===== src/hw/rtl/sha_eng_pkg.sv =====
`default_nettype none
// ----------------------------------------------------------------------------
// sha_eng_pkg
// types, access codes, round constants and helper functions for the hash engine
// ----------------------------------------------------------------------------
package sha_eng_pkg;

	localparam int QueueDepthDef = 32;

	localparam logic [2:0] OP_CTRL  = 3'd0;
	localparam logic [2:0] OP_COUNT = 3'd1;
	localparam logic [2:0] OP_HASH  = 3'd2;
	localparam logic [2:0] OP_FIFO  = 3'd3;
	localparam logic [2:0] OP_READ  = 3'd4;

	localparam logic [10:0] CtrlWmask = 11'h53E;
	localparam logic [31:0] EndMarker = 32'h8000_0000;
	localparam logic [31:0] ByteMarker = 32'h0000_0080;

	typedef struct packed {
		logic [2:0]  op;
		logic [2:0]  word_index;
		logic [31:0] bit_mask;
		logic [31:0] write_data;
	} req_t;

	typedef struct packed {
		logic [31:0] read_data;
		logic        write_dropped;
	} rsp_t;

	localparam logic [31:0] RoundK [64] = '{
		32'h428A2F98, 32'h71374491, 32'hB5C0FBCF, 32'hE9B5DBA5,
		32'h3956C25B, 32'h59F111F1, 32'h923F82A4, 32'hAB1C5ED5,
		32'hD807AA98, 32'h12835B01, 32'h243185BE, 32'h550C7DC3,
		32'h72BE5D74, 32'h80DEB1FE, 32'h9BDC06A7, 32'hC19BF174,
		32'hE49B69C1, 32'hEFBE4786, 32'h0FC19DC6, 32'h240CA1CC,
		32'h2DE92C6F, 32'h4A7484AA, 32'h5CB0A9DC, 32'h76F988DA,
		32'h983E5152, 32'hA831C66D, 32'hB00327C8, 32'hBF597FC7,
		32'hC6E00BF3, 32'hD5A79147, 32'h06CA6351, 32'h14292967,
		32'h27B70A85, 32'h2E1B2138, 32'h4D2C6DFC, 32'h53380D13,
		32'h650A7354, 32'h766A0ABB, 32'h81C2C92E, 32'h92722C85,
		32'hA2BFE8A1, 32'hA81A664B, 32'hC24B8B70, 32'hC76C51A3,
		32'hD192E819, 32'hD6990624, 32'hF40E3585, 32'h106AA070,
		32'h19A4C116, 32'h1E376C08, 32'h2748774C, 32'h34B0BCB5,
		32'h391C0CB3, 32'h4ED8AA4A, 32'h5B9CCA4F, 32'h682E6FF3,
		32'h748F82EE, 32'h78A5636F, 32'h84C87814, 32'h8CC70208,
		32'h90BEFFFA, 32'hA4506CEB, 32'hBEF9A3F7, 32'hC67178F2
	};

	localparam logic [31:0] InitHash [3][8] = '{
		'{32'h6A09E667, 32'hBB67AE85, 32'h3C6EF372, 32'hA54FF53A,
		  32'h510E527F, 32'h9B05688C, 32'h1F83D9AB, 32'h5BE0CD19},
		'{32'hC1059ED8, 32'h367CD507, 32'h3070DD17, 32'hF70E5939,
		  32'hFFC00B31, 32'h68581511, 32'h64F98FA7, 32'hBEFA4FA4},
		'{32'h67452301, 32'hEFCDAB89, 32'h98BADCFE, 32'h10325476,
		  32'hC3D2E1F0, 32'h00000000, 32'h00000000, 32'h00000000}
	};

	function automatic logic [31:0] swap32(logic [31:0] x);
		return {x[7:0], x[15:8], x[23:16], x[31:24]};
	endfunction

	function automatic logic [31:0] bsig0(logic [31:0] x);
		return {x[1:0], x[31:2]} ^ {x[12:0], x[31:13]} ^ {x[21:0], x[31:22]};
	endfunction

	function automatic logic [31:0] bsig1(logic [31:0] x);
		return {x[5:0], x[31:6]} ^ {x[10:0], x[31:11]} ^ {x[24:0], x[31:25]};
	endfunction

	function automatic logic [31:0] ssig0(logic [31:0] x);
		return {x[6:0], x[31:7]} ^ {x[17:0], x[31:18]} ^ (x >> 3);
	endfunction

	function automatic logic [31:0] ssig1(logic [31:0] x);
		return {x[16:0], x[31:17]} ^ {x[18:0], x[31:19]} ^ (x >> 10);
	endfunction

endpackage
`default_nettype wire


===== src/hw/rtl/sha_eng_ram.sv =====
`default_nettype none
// ----------------------------------------------------------------------------
// sha_eng_ram
// generic single write port ram with one registered read port
// ----------------------------------------------------------------------------
module sha_eng_ram #(
	parameter int WIDTH = 32,
	parameter int DEPTH = 32,
	localparam int AW = $clog2(DEPTH)
) (
	input  wire logic             clk,
	input  wire logic             we,
	input  wire logic [AW-1:0]    waddr,
	input  wire logic [WIDTH-1:0] wdata,
	input  wire logic [AW-1:0]    raddr,
	output logic      [WIDTH-1:0] rdata
);

	logic [WIDTH-1:0] mem_q [DEPTH];

	always_ff @(posedge clk) begin
		if (we) begin
			mem_q[waddr] <= wdata;
		end
		rdata <= mem_q[raddr];
	end

endmodule
`default_nettype wire


===== src/hw/rtl/sha256_engine_with_fifo.sv =====
// every transaction's response is registered, and waits in a skid stage while the output is stalled
// a control write or a completed fifo word holds the input while the engine passes the check state
// a completed 16-word block holds the input through check, two queue reads to prime the schedule,
// 64 rounds, add and check again; in sha-1 mode only through check, one queue read, add and check
// a final request pushes a marker word, pad words to 14 mod 16 and two length words, then checks
// reset clears control state and queue pointers; queue ram, working variables and schedule window are not cleared
`default_nettype none
// ----------------------------------------------------------------------------
// sha256_engine_with_fifo
// register mapped sha-256 / sha-224 engine with a word queue held in ram
// ----------------------------------------------------------------------------
module sha256_engine_with_fifo
	import sha_eng_pkg::*;
#(
	parameter int QUEUE_DEPTH = QueueDepthDef
) (
	input  wire logic clk,
	input  wire logic arst_n,
	input  wire logic req_valid,
	output logic      req_stall,
	input  wire req_t req,
	output logic      rsp_valid,
	input  wire logic rsp_stall,
	output rsp_t      rsp
);

	localparam int PW = $clog2(QUEUE_DEPTH);
	localparam int CW = $clog2(QUEUE_DEPTH + 1);

	localparam logic [3:0] ST_IDLE  = 4'd0;
	localparam logic [3:0] ST_CHECK = 4'd1;
	localparam logic [3:0] ST_FIN0  = 4'd2;
	localparam logic [3:0] ST_PAD   = 4'd3;
	localparam logic [3:0] ST_LENHI = 4'd4;
	localparam logic [3:0] ST_LENLO = 4'd5;
	localparam logic [3:0] ST_P0    = 4'd6;
	localparam logic [3:0] ST_P1    = 4'd7;
	localparam logic [3:0] ST_ROUND = 4'd8;
	localparam logic [3:0] ST_ADD   = 4'd9;

	logic [3:0]    state_q;
	logic [10:0]   ctrl_q;
	logic [31:0]   bc_q;
	logic [31:0]   hash_q [8];
	logic [PW-1:0] head_q;
	logic [PW-1:0] wptr_q;
	logic [CW-1:0] cnt_q;
	logic [31:0]   pw_q;
	logic [31:0]   pm_q;
	logic          running_q;
	logic          fin_q;
	logic [31:0]   ah_q [8];
	logic [31:0]   win_q [16];
	logic [5:0]    rnd_q;

	logic rsp_valid_q;
	rsp_t rsp_q;
	logic skid_valid_q;
	rsp_t skid_q;

	logic accept;
	logic take;
	rsp_t rsp_new;

	logic          push_en;
	logic          push_ok;
	logic [31:0]   push_data;
	logic [PW-1:0] raddr;
	logic [31:0]   rdata;
	logic [PW:0]   rsum;
	logic [3:0]    roff;
	logic [PW:0]   hsum;

	logic [31:0] pw_new;
	logic [31:0] pm_new;
	logic        fifo_full16;
	logic [10:0] ctrl_new;
	logic        start;
	logic [1:0]  mode_sel;
	logic [31:0] hmask;
	logic [31:0] hval;

	logic [2:0]  fpos;
	logic [31:0] fin_word;
	logic [31:0] fin_k;
	logic [31:0] fin_adj;
	logic [31:0] len_sum;
	logic [CW:0] cnt_after;

	logic [31:0] t1;
	logic [31:0] t2;
	logic [31:0] sched;
	logic [31:0] next_w;

	assign accept = req_valid & ~req_stall;
	assign take = rsp_valid_q & ~rsp_stall;
	assign req_stall = (state_q != ST_IDLE) | skid_valid_q;
	assign rsp_valid = rsp_valid_q;
	assign rsp = rsp_q;

	always_comb begin
		rsp_new = '0;
		if (req.op == OP_READ) begin
			rsp_new.read_data = ctrl_q[3] ? swap32(hash_q[req.word_index])
				: hash_q[req.word_index];
		end
		rsp_new.write_dropped = (req.op == OP_FIFO) && fifo_full16;
	end

	assign fifo_full16 = cnt_q >= CW'(16);
	assign pw_new = pw_q | swap32(req.write_data & req.bit_mask);
	assign pm_new = pm_q | swap32(req.bit_mask);
	assign ctrl_new = (ctrl_q & ~(req.bit_mask[10:0] & CtrlWmask))
		| (req.write_data[10:0] & req.bit_mask[10:0] & CtrlWmask);
	assign start = req.write_data[0] & req.bit_mask[0] & ~ctrl_q[0];
	assign mode_sel = ctrl_new[5] ? 2'd2 : {1'b0, ctrl_new[4]};
	assign hmask = ctrl_q[3] ? swap32(req.bit_mask) : req.bit_mask;
	assign hval = ctrl_q[3] ? swap32(req.write_data & req.bit_mask)
		: (req.write_data & req.bit_mask);

	// padding word and byte adjustment for the final block
	always_comb begin
		priority if (pm_q[7]) fpos = 3'd0;
		else if (pm_q[15]) fpos = 3'd1;
		else if (pm_q[23]) fpos = 3'd2;
		else if (pm_q[31]) fpos = 3'd3;
		else fpos = 3'd4;
		if (pm_q == '0) begin
			fin_word = EndMarker;
			fin_k = '0;
		end else begin
			unique case (fpos)
				3'd0: begin
					fin_word = pw_q;
					fin_k = 32'd4;
				end
				3'd1: begin
					fin_word = pw_q | ByteMarker;
					fin_k = 32'd3;
				end
				3'd2: begin
					fin_word = pw_q | (ByteMarker << 8);
					fin_k = 32'd2;
				end
				3'd3: begin
					fin_word = pw_q | (ByteMarker << 16);
					fin_k = 32'd1;
				end
				default: begin
					fin_word = pw_q | EndMarker;
					fin_k = '0;
				end
			endcase
		end
		fin_adj = ((32'd16 - 32'(cnt_q)) << 2) - fin_k;
	end

	assign len_sum = bc_q + 32'd64;
	assign cnt_after = {1'b0, cnt_q} + (CW + 1)'(push_ok);

	always_comb begin
		push_en = 1'b0;
		push_data = '0;
		unique case (state_q)
			ST_IDLE: begin
				push_en = accept && (req.op == OP_FIFO) && !fifo_full16 && (&pm_new);
				push_data = pw_new;
			end
			ST_FIN0: begin
				push_en = 1'b1;
				push_data = fin_word;
			end
			ST_PAD: begin
				push_en = cnt_q[3:0] != 4'd14;
				push_data = '0;
			end
			ST_LENHI: begin
				push_en = 1'b1;
				push_data = {29'd0, len_sum[31:29]};
			end
			ST_LENLO: begin
				push_en = 1'b1;
				push_data = {len_sum[28:0], 3'd0};
			end
			default: begin
				push_en = 1'b0;
				push_data = '0;
			end
		endcase
	end

	assign push_ok = push_en && (cnt_q < CW'(QUEUE_DEPTH));

	always_comb begin
		unique case (state_q)
			ST_P0: roff = 4'd0;
			ST_P1: roff = 4'd1;
			default: roff = rnd_q[3:0] + 4'd2;
		endcase
		rsum = {1'b0, head_q} + (PW + 1)'(roff);
		if (rsum >= (PW + 1)'(QUEUE_DEPTH)) begin
			rsum = rsum - (PW + 1)'(QUEUE_DEPTH);
		end
		raddr = rsum[PW-1:0];
		hsum = {1'b0, head_q} + (PW + 1)'(16);
		if (hsum >= (PW + 1)'(QUEUE_DEPTH)) begin
			hsum = hsum - (PW + 1)'(QUEUE_DEPTH);
		end
	end

	sha_eng_ram #(
		.WIDTH (32),
		.DEPTH (QUEUE_DEPTH)
	) u_queue (
		.clk   (clk),
		.we    (push_ok),
		.waddr (wptr_q),
		.wdata (push_data),
		.raddr (raddr),
		.rdata (rdata)
	);

	// one compression round
	assign t1 = bsig1(ah_q[4]) + ((ah_q[4] & ah_q[5]) ^ (~ah_q[4] & ah_q[6])) + ah_q[7]
		+ win_q[15] + RoundK[rnd_q];
	assign t2 = bsig0(ah_q[0])
		+ ((ah_q[0] & ah_q[1]) ^ (ah_q[0] & ah_q[2]) ^ (ah_q[1] & ah_q[2]));
	assign sched = ssig1(win_q[14]) + win_q[9] + ssig0(win_q[1]) + win_q[0];
	assign next_w = (rnd_q < 6'd15) ? rdata : sched;

	always_ff @(posedge clk or negedge arst_n) begin
		if (!arst_n) begin
			state_q <= ST_IDLE;
			ctrl_q <= '0;
			bc_q <= '0;
			for (int i = 0; i < 8; i++) begin
				hash_q[i] <= '0;
			end
			head_q <= '0;
			wptr_q <= '0;
			cnt_q <= '0;
			pw_q <= '0;
			pm_q <= '0;
			running_q <= 1'b0;
			fin_q <= 1'b0;
			rnd_q <= '0;
		end else begin
			if (push_ok) begin
				wptr_q <= (wptr_q == PW'(QUEUE_DEPTH - 1)) ? '0 : wptr_q + 1'b1;
				cnt_q <= cnt_after[CW-1:0];
			end
			unique case (state_q)
				ST_IDLE: begin
					if (accept) begin
						unique case (req.op)
							OP_CTRL: begin
								ctrl_q <= ctrl_new;
								if (start) begin
									running_q <= 1'b1;
									bc_q <= '0;
									for (int i = 0; i < 8; i++) begin
										hash_q[i] <= InitHash[mode_sel][i];
									end
								end
								if ((start || running_q) && ctrl_new[1]) begin
									fin_q <= 1'b1;
									state_q <= ST_FIN0;
								end else begin
									state_q <= ST_CHECK;
								end
							end
							OP_COUNT: begin
								bc_q <= (bc_q & ~req.bit_mask)
									| (req.write_data & req.bit_mask);
							end
							OP_HASH: begin
								hash_q[req.word_index] <= (hash_q[req.word_index] & ~hmask)
									| hval;
							end
							OP_FIFO: begin
								if (!fifo_full16) begin
									if (&pm_new) begin
										pw_q <= '0;
										pm_q <= '0;
										state_q <= ST_CHECK;
									end else begin
										pw_q <= pw_new;
										pm_q <= pm_new;
									end
								end
							end
							default: begin
							end
						endcase
					end
				end
				ST_FIN0: begin
					bc_q <= bc_q - fin_adj;
					pw_q <= '0;
					pm_q <= '0;
					state_q <= ST_PAD;
				end
				ST_PAD: begin
					if (!push_ok) begin
						state_q <= ST_LENHI;
					end
				end
				ST_LENHI: begin
					state_q <= ST_LENLO;
				end
				ST_LENLO: begin
					if (cnt_after > (CW + 1)'(16)) begin
						bc_q <= bc_q - 32'd64;
					end
					state_q <= ST_CHECK;
				end
				ST_CHECK: begin
					if (running_q && fifo_full16) begin
						state_q <= ST_P0;
					end else begin
						if (fin_q) begin
							fin_q <= 1'b0;
							running_q <= 1'b0;
							ctrl_q[1] <= 1'b0;
						end
						state_q <= ST_IDLE;
					end
				end
				ST_P0: begin
					state_q <= ctrl_q[5] ? ST_ADD : ST_P1;
				end
				ST_P1: begin
					rnd_q <= '0;
					state_q <= ST_ROUND;
				end
				ST_ROUND: begin
					rnd_q <= rnd_q + 1'b1;
					if (rnd_q == 6'd63) begin
						state_q <= ST_ADD;
					end
				end
				ST_ADD: begin
					if (!ctrl_q[5]) begin
						for (int i = 0; i < 8; i++) begin
							hash_q[i] <= hash_q[i] + ah_q[i];
						end
					end
					head_q <= hsum[PW-1:0];
					cnt_q <= cnt_q - CW'(16);
					bc_q <= bc_q + 32'd64;
					state_q <= ST_CHECK;
				end
				default: begin
					state_q <= ST_IDLE;
				end
			endcase
		end
	end

	// working variables and message schedule window
	always_ff @(posedge clk) begin
		if (state_q == ST_P0) begin
			for (int i = 0; i < 8; i++) begin
				ah_q[i] <= hash_q[i];
			end
		end
		if (state_q == ST_ROUND) begin
			ah_q[0] <= t1 + t2;
			ah_q[1] <= ah_q[0];
			ah_q[2] <= ah_q[1];
			ah_q[3] <= ah_q[2];
			ah_q[4] <= ah_q[3] + t1;
			ah_q[5] <= ah_q[4];
			ah_q[6] <= ah_q[5];
			ah_q[7] <= ah_q[6];
		end
		if (state_q == ST_P1 || state_q == ST_ROUND) begin
			for (int i = 0; i < 15; i++) begin
				win_q[i] <= win_q[i+1];
			end
			win_q[15] <= (state_q == ST_P1) ? rdata : next_w;
		end
	end

	// response register with a skid stage
	always_ff @(posedge clk or negedge arst_n) begin
		if (!arst_n) begin
			rsp_valid_q <= 1'b0;
			skid_valid_q <= 1'b0;
		end else begin
			if (take) begin
				if (skid_valid_q) begin
					skid_valid_q <= 1'b0;
				end else begin
					rsp_valid_q <= accept;
				end
			end else if (rsp_valid_q) begin
				if (accept) begin
					skid_valid_q <= 1'b1;
				end
			end else begin
				rsp_valid_q <= accept;
			end
		end
	end

	always_ff @(posedge clk) begin
		if (take && skid_valid_q) begin
			rsp_q <= skid_q;
		end else if (accept && (take || !rsp_valid_q)) begin
			rsp_q <= rsp_new;
		end
		if (accept && rsp_valid_q && !take) begin
			skid_q <= rsp_new;
		end
	end

`ifndef SYNTHESIS
	a_cnt_bound: assert property (@(posedge clk) disable iff (!arst_n)
		cnt_q <= CW'(QUEUE_DEPTH))
		else $error("queue count beyond depth");

	a_idle_drained: assert property (@(posedge clk) disable iff (!arst_n)
		(state_q == ST_IDLE && running_q) |-> cnt_q < CW'(16))
		else $error("running engine idle with a full block queued");

	a_skid_order: assert property (@(posedge clk) disable iff (!arst_n)
		skid_valid_q |-> rsp_valid_q)
		else $error("skid stage holds a response ahead of the output register");

	a_fin_busy: assert property (@(posedge clk) disable iff (!arst_n)
		(state_q == ST_IDLE) |-> !fin_q)
		else $error("final request left pending while idle");

	a_block_start: assert property (@(posedge clk) disable iff (!arst_n)
		(state_q == ST_P0) |-> (running_q && cnt_q >= CW'(16)))
		else $error("block started without sixteen queued words");
`endif

endmodule
`default_nettype wire

===== config.mk =====
export PLATFORM = sky130hd
export DESIGN_NAME = sha256_engine_with_fifo
export DESIGN_NICKNAME = d
export VERILOG_FILES = /design/src/hw/rtl/sha_eng_pkg.sv /design/src/hw/rtl/sha_eng_ram.sv /design/src/hw/rtl/sha256_engine_with_fifo.sv
export SDC_FILE = /design/constraint.sdc
export NUM_CORES = 2
export LEC_CHECK = 0
export BUFFER_PORTS_ARGS = -buffer_cell sky130_fd_sc_hd__buf_4
export CORE_MARGIN = 4
export CORE_UTILIZATION = 45
export DETAILED_ROUTE_END_ITERATION = 8
export PLACE_DENSITY_LB_ADDON = 0.08
export SLEW_MARGIN = 25
export SYNTH_ARGS = -nofsm -noshare
export SYNTH_HDL_FRONTEND = slang
export SYNTH_SLANG_ARGS = --single-unit
export TNS_END_PERCENT = 20

===== constraint.sdc =====
create_clock -name clk -period 13.6 [get_ports clk]
set_clock_uncertainty 0.15 [all_clocks]
set_input_delay 2.72 -clock clk [delete_from_list [all_inputs] [get_ports clk]]
set_output_delay 2.72 -clock clk [all_outputs]
set_load 0.01 [all_outputs]

==> results by group <==
Cells and area
  – Commonest non-fill, non-tap cell in the layout: nand2_1
  – Final instance area: 136000 um^2
  – Share of post-route cells with drive strength above 1: 9.06%
  – Nets: 11900
  – Most frequent cells in the layout: nand2_1, edfxtp_1, o21ai_0
  – Filler cells: 24000
  – Layout area overhead: 11.8%

Timing
  – Minimum clock period: 11000 ps
  – Slew Limit Fails: 0
  – Unrepaired setup endpoints after global routing: no
  – Worst Max-Slew Pin Slew: 1240 ps
  – Setup TNS: 0 ps
  – Tcrit/Tclk final: 80.9%
  – Fmax: 90.9 MHz
  – Slew HR: 17.1%
  – Final hold vios: 0
  – Final setup viols: 0

Route
  – Routed len/inst: 31.8 um
  – WL met3: 36700 um
  – Vias/cell: 6.19
  – Initial DRC count: 11100
  – First-pass detailed-route iteration total: 6
  – Vias: 92400
  – DRC: 0
  – Detailed Route WL: 475000 um
  – Antenna viol nets, final: 0
  – Met2 wire len: 214000 um
  – Top sig layer: met5
  – Met1 Wirelength: 196000 um

Synthesis
  – Synth Cell Area: 121000 um^2
  – Post-Synthesis Net Count: 11900
  – Register area share after synthesis: 54.4%
  – Post-synthesis async set-or-reset flop share: 16.8%
  – YS warnings: 0
  – Distinct cells, synth: 95
  – Post-synthesis cell count: 11200
  – Mean Syn Cell Area: 10.8 um^2
  – Register bit count reported by yosys: 2272
  – Post-synth top flop: edfxtp_1
  – Post-synth EDFFs: 1858

CTS
  – Clock slew at the register clock pins of the worst setup and hold paths: 60 ps
  – Count of clock tree sinks: 2272
  – Skew-Pair Late Insertion Delay: 910 ps
  – Htree depth: 5
  – CTS Buf Count: 265
  – Postcts setup bufs: 0
  – Max Root-Sink Buffers: 4
  – CTS tree: done
  – Hold_buf cts: 0
  – Clock Root Buffer: clkbuf_16
  – CTS resizes: 0

Global route
  – Global-route wire length before repair: 667000 um
  – Number of global-route vias before repair: 87800
  – Total global routing overflow: 0
  – Tot GR Track Use: 33.2%
  – Initial antenna violation count: 37
  – Largest net degree at the start of global routing: 190

Run
  – Max-cap violations: 0

Critical path
  – Critical path endpoint category: register
  – Worst R2R Setup Slack: 2600 ps
  – Largest stage delay, worst path: 740 ps
  – CP bufs+invs: 6
  – CP Max Fanout: 22
  – Critical Path AT: 11420 ps
  – Crit path max-delay family: compound AO/OA/AOI/OAI gates
  – Critical path data required time: 14020 ps
  – Startpoint types: register
  – Slowest CP cell: a311oi_1
  – Crit Path Category: reg -> reg

Die
  – Row count: 190
  – Initial Util: 45.2%
  – Die W: 527 um
  – Core region area: 268000 um^2
  – Die Height: 527 um
  – Die area: 278000 um^2
  – Top Ports: 109

Power and ir drop
  – Pwr dens: 172 nW/um^2
  – Static leakage: 51.6 nW
  – VDD IR max: 102 uV

Placed design
  – IO Port Bufs: 108
  – Placed Area: 127000 um^2
  – RD Place Congestion: 0.991
  – Half-perimeter wire length after placement: 332000 um

Outcome
  – Status: finished, final reports clean

Worst hold path
  – Worst hold path class: reg -> reg
## routing by layer
layer	vias up	GRT usage (%)
met1	46500	44.9
li1	41000	-
met4	26	16.3
met3	941	5.92
met5	-	0
met2	3986	51.7
## area by class of cell
cell class	count	area, um^2	area share (%)
sequential	2272	66000	48.7
multi-input combinational	7880	52300	38.5
clock buffer	335	7070	5.21
tap	3552	4440	3.28
timing repair buffer	344	2780	2.05
clock inverter	149	1560	1.15
inverter	378	1430	1.05
antenna	9	22.5	0.0166
## flip-flops by register name, indices dropped and copies added (netlist names), 3 cells and up, named ones only
register       count
ah_q             256
bc_q              32
cnt_q              6
ctrl_q             3
hash_q           256
pm_q              32
pw_q              32
rnd_q              6
rsp               33
skid_q            33
state_q            4
u_queue.mem_q   1024
u_queue.rdata     32
win_q            512
wptr_q             5
## worst register-to-register path, delay by kind of cell (launching register included)
family          cells  cell delay, ps
simple gates        8            1340
fa+ha+maj           8            3680
xor+xnor            2             480
compound gates     15            3990
flops               1             320
buf+inv             6             800
## cells by family (layout without fill, tap and decap cells)
logic type / count (synthesis) / count (layout) / synth area share (%)
buf+inv: 1055 / 1206 / 3.27
compound gates: 2919 / 2919 / 15.8
mux: 140 / 140 / 1.30
xor+xnor: 645 / 645 / 4.66
other cells: 0 / 9 / 0
simple gates: 3512 / 3512 / 12.5
fa+ha+maj: 664 / 664 / 8.06
flops: 2272 / 2272 / 54.4
## through the flow
stage | hold slack, ps | std cells | setup WS (ps) | util [%] | power [mW]
after CTS | 262 | 14900 | 2730 | 50.5 | 23.4
after floorplan | 250 | 11200 | 1470 | - | 13.3
after global routing | 266 | 14900 | 2150 | 50.5 | 24.4
final | 258 | 14900 | 2600 | 50.6 | 23.4
after global placement | 251 | 14400 | 2710 | 47.3 | 16.0
after detailed placement | 255 | 14400 | 2790 | 47.3 | 16.1
## synthesized netlist by cell type, types with 13 or more instances
cell,number,area share (%)
clkbuf_1,627,1.9
o21ai_1,28,0.12
o21ai_0,671,2.8
mux2i_1,30,0.25
o31ai_1,40,0.25
a21o_1,236,1.5
fa_1,196,3.2
a221oi_1,156,1.1
edfxtp_1,1858,46
a21oi_1,560,2.3
dfrtp_1,382,7.9
nor2_1,509,1.6
dfxtp_1,32,0.53
and3_1,231,1.2
xnor2_1,442,3.2
o22ai_1,96,0.50
xor2_1,203,1.5
inv_1,377,1.2
o31a_1,13,0.094
o21a_1,84,0.52
a31oi_1,249,1.3
nor3_1,113,0.47
a311oi_1,149,1.1
a2111oi_0,16,0.12
o21bai_1,50,0.31
or2_2,21,0.11
nand4_1,52,0.27
nand3_1,225,0.93
buf_1,45,0.14
a211oi_1,173,1.1
nor2b_1,63,0.32
o221ai_1,40,0.29
a22o_1,18,0.13
nor4_1,26,0.13
or3_1,24,0.12
nand2_1,2069,6.4
ha_1,465,4.8
a22oi_1,132,0.82
and2_1,27,0.14
nand2b_1,92,0.47
and4_1,20,0.14
a21boi_0,13,0.080
mux2_2,107,0.99
o211ai_1,63,0.39
## report_power, final
part	switching, mW	internal [mW]
combinational	4.57	2.47
clock	3.04	4.16
sequential	0.822	8.29
## worst paths after layout
check	startpoint	end	cells past startpoint
max	rnd_q[1]	ah_q[0][28]	39
min in group asynchronous	arst_n	rnd_q[2]	1
min reg2reg	win_q[1][144]	win_q[1][112]	0
max in group asynchronous	arst_n	wptr_q[2]	3
min	win_q[1][144]	win_q[1][112]	0
max reg2reg	rnd_q[1]	ah_q[0][28]	39
No activity file was read; power rests on OpenSTA's default activity.
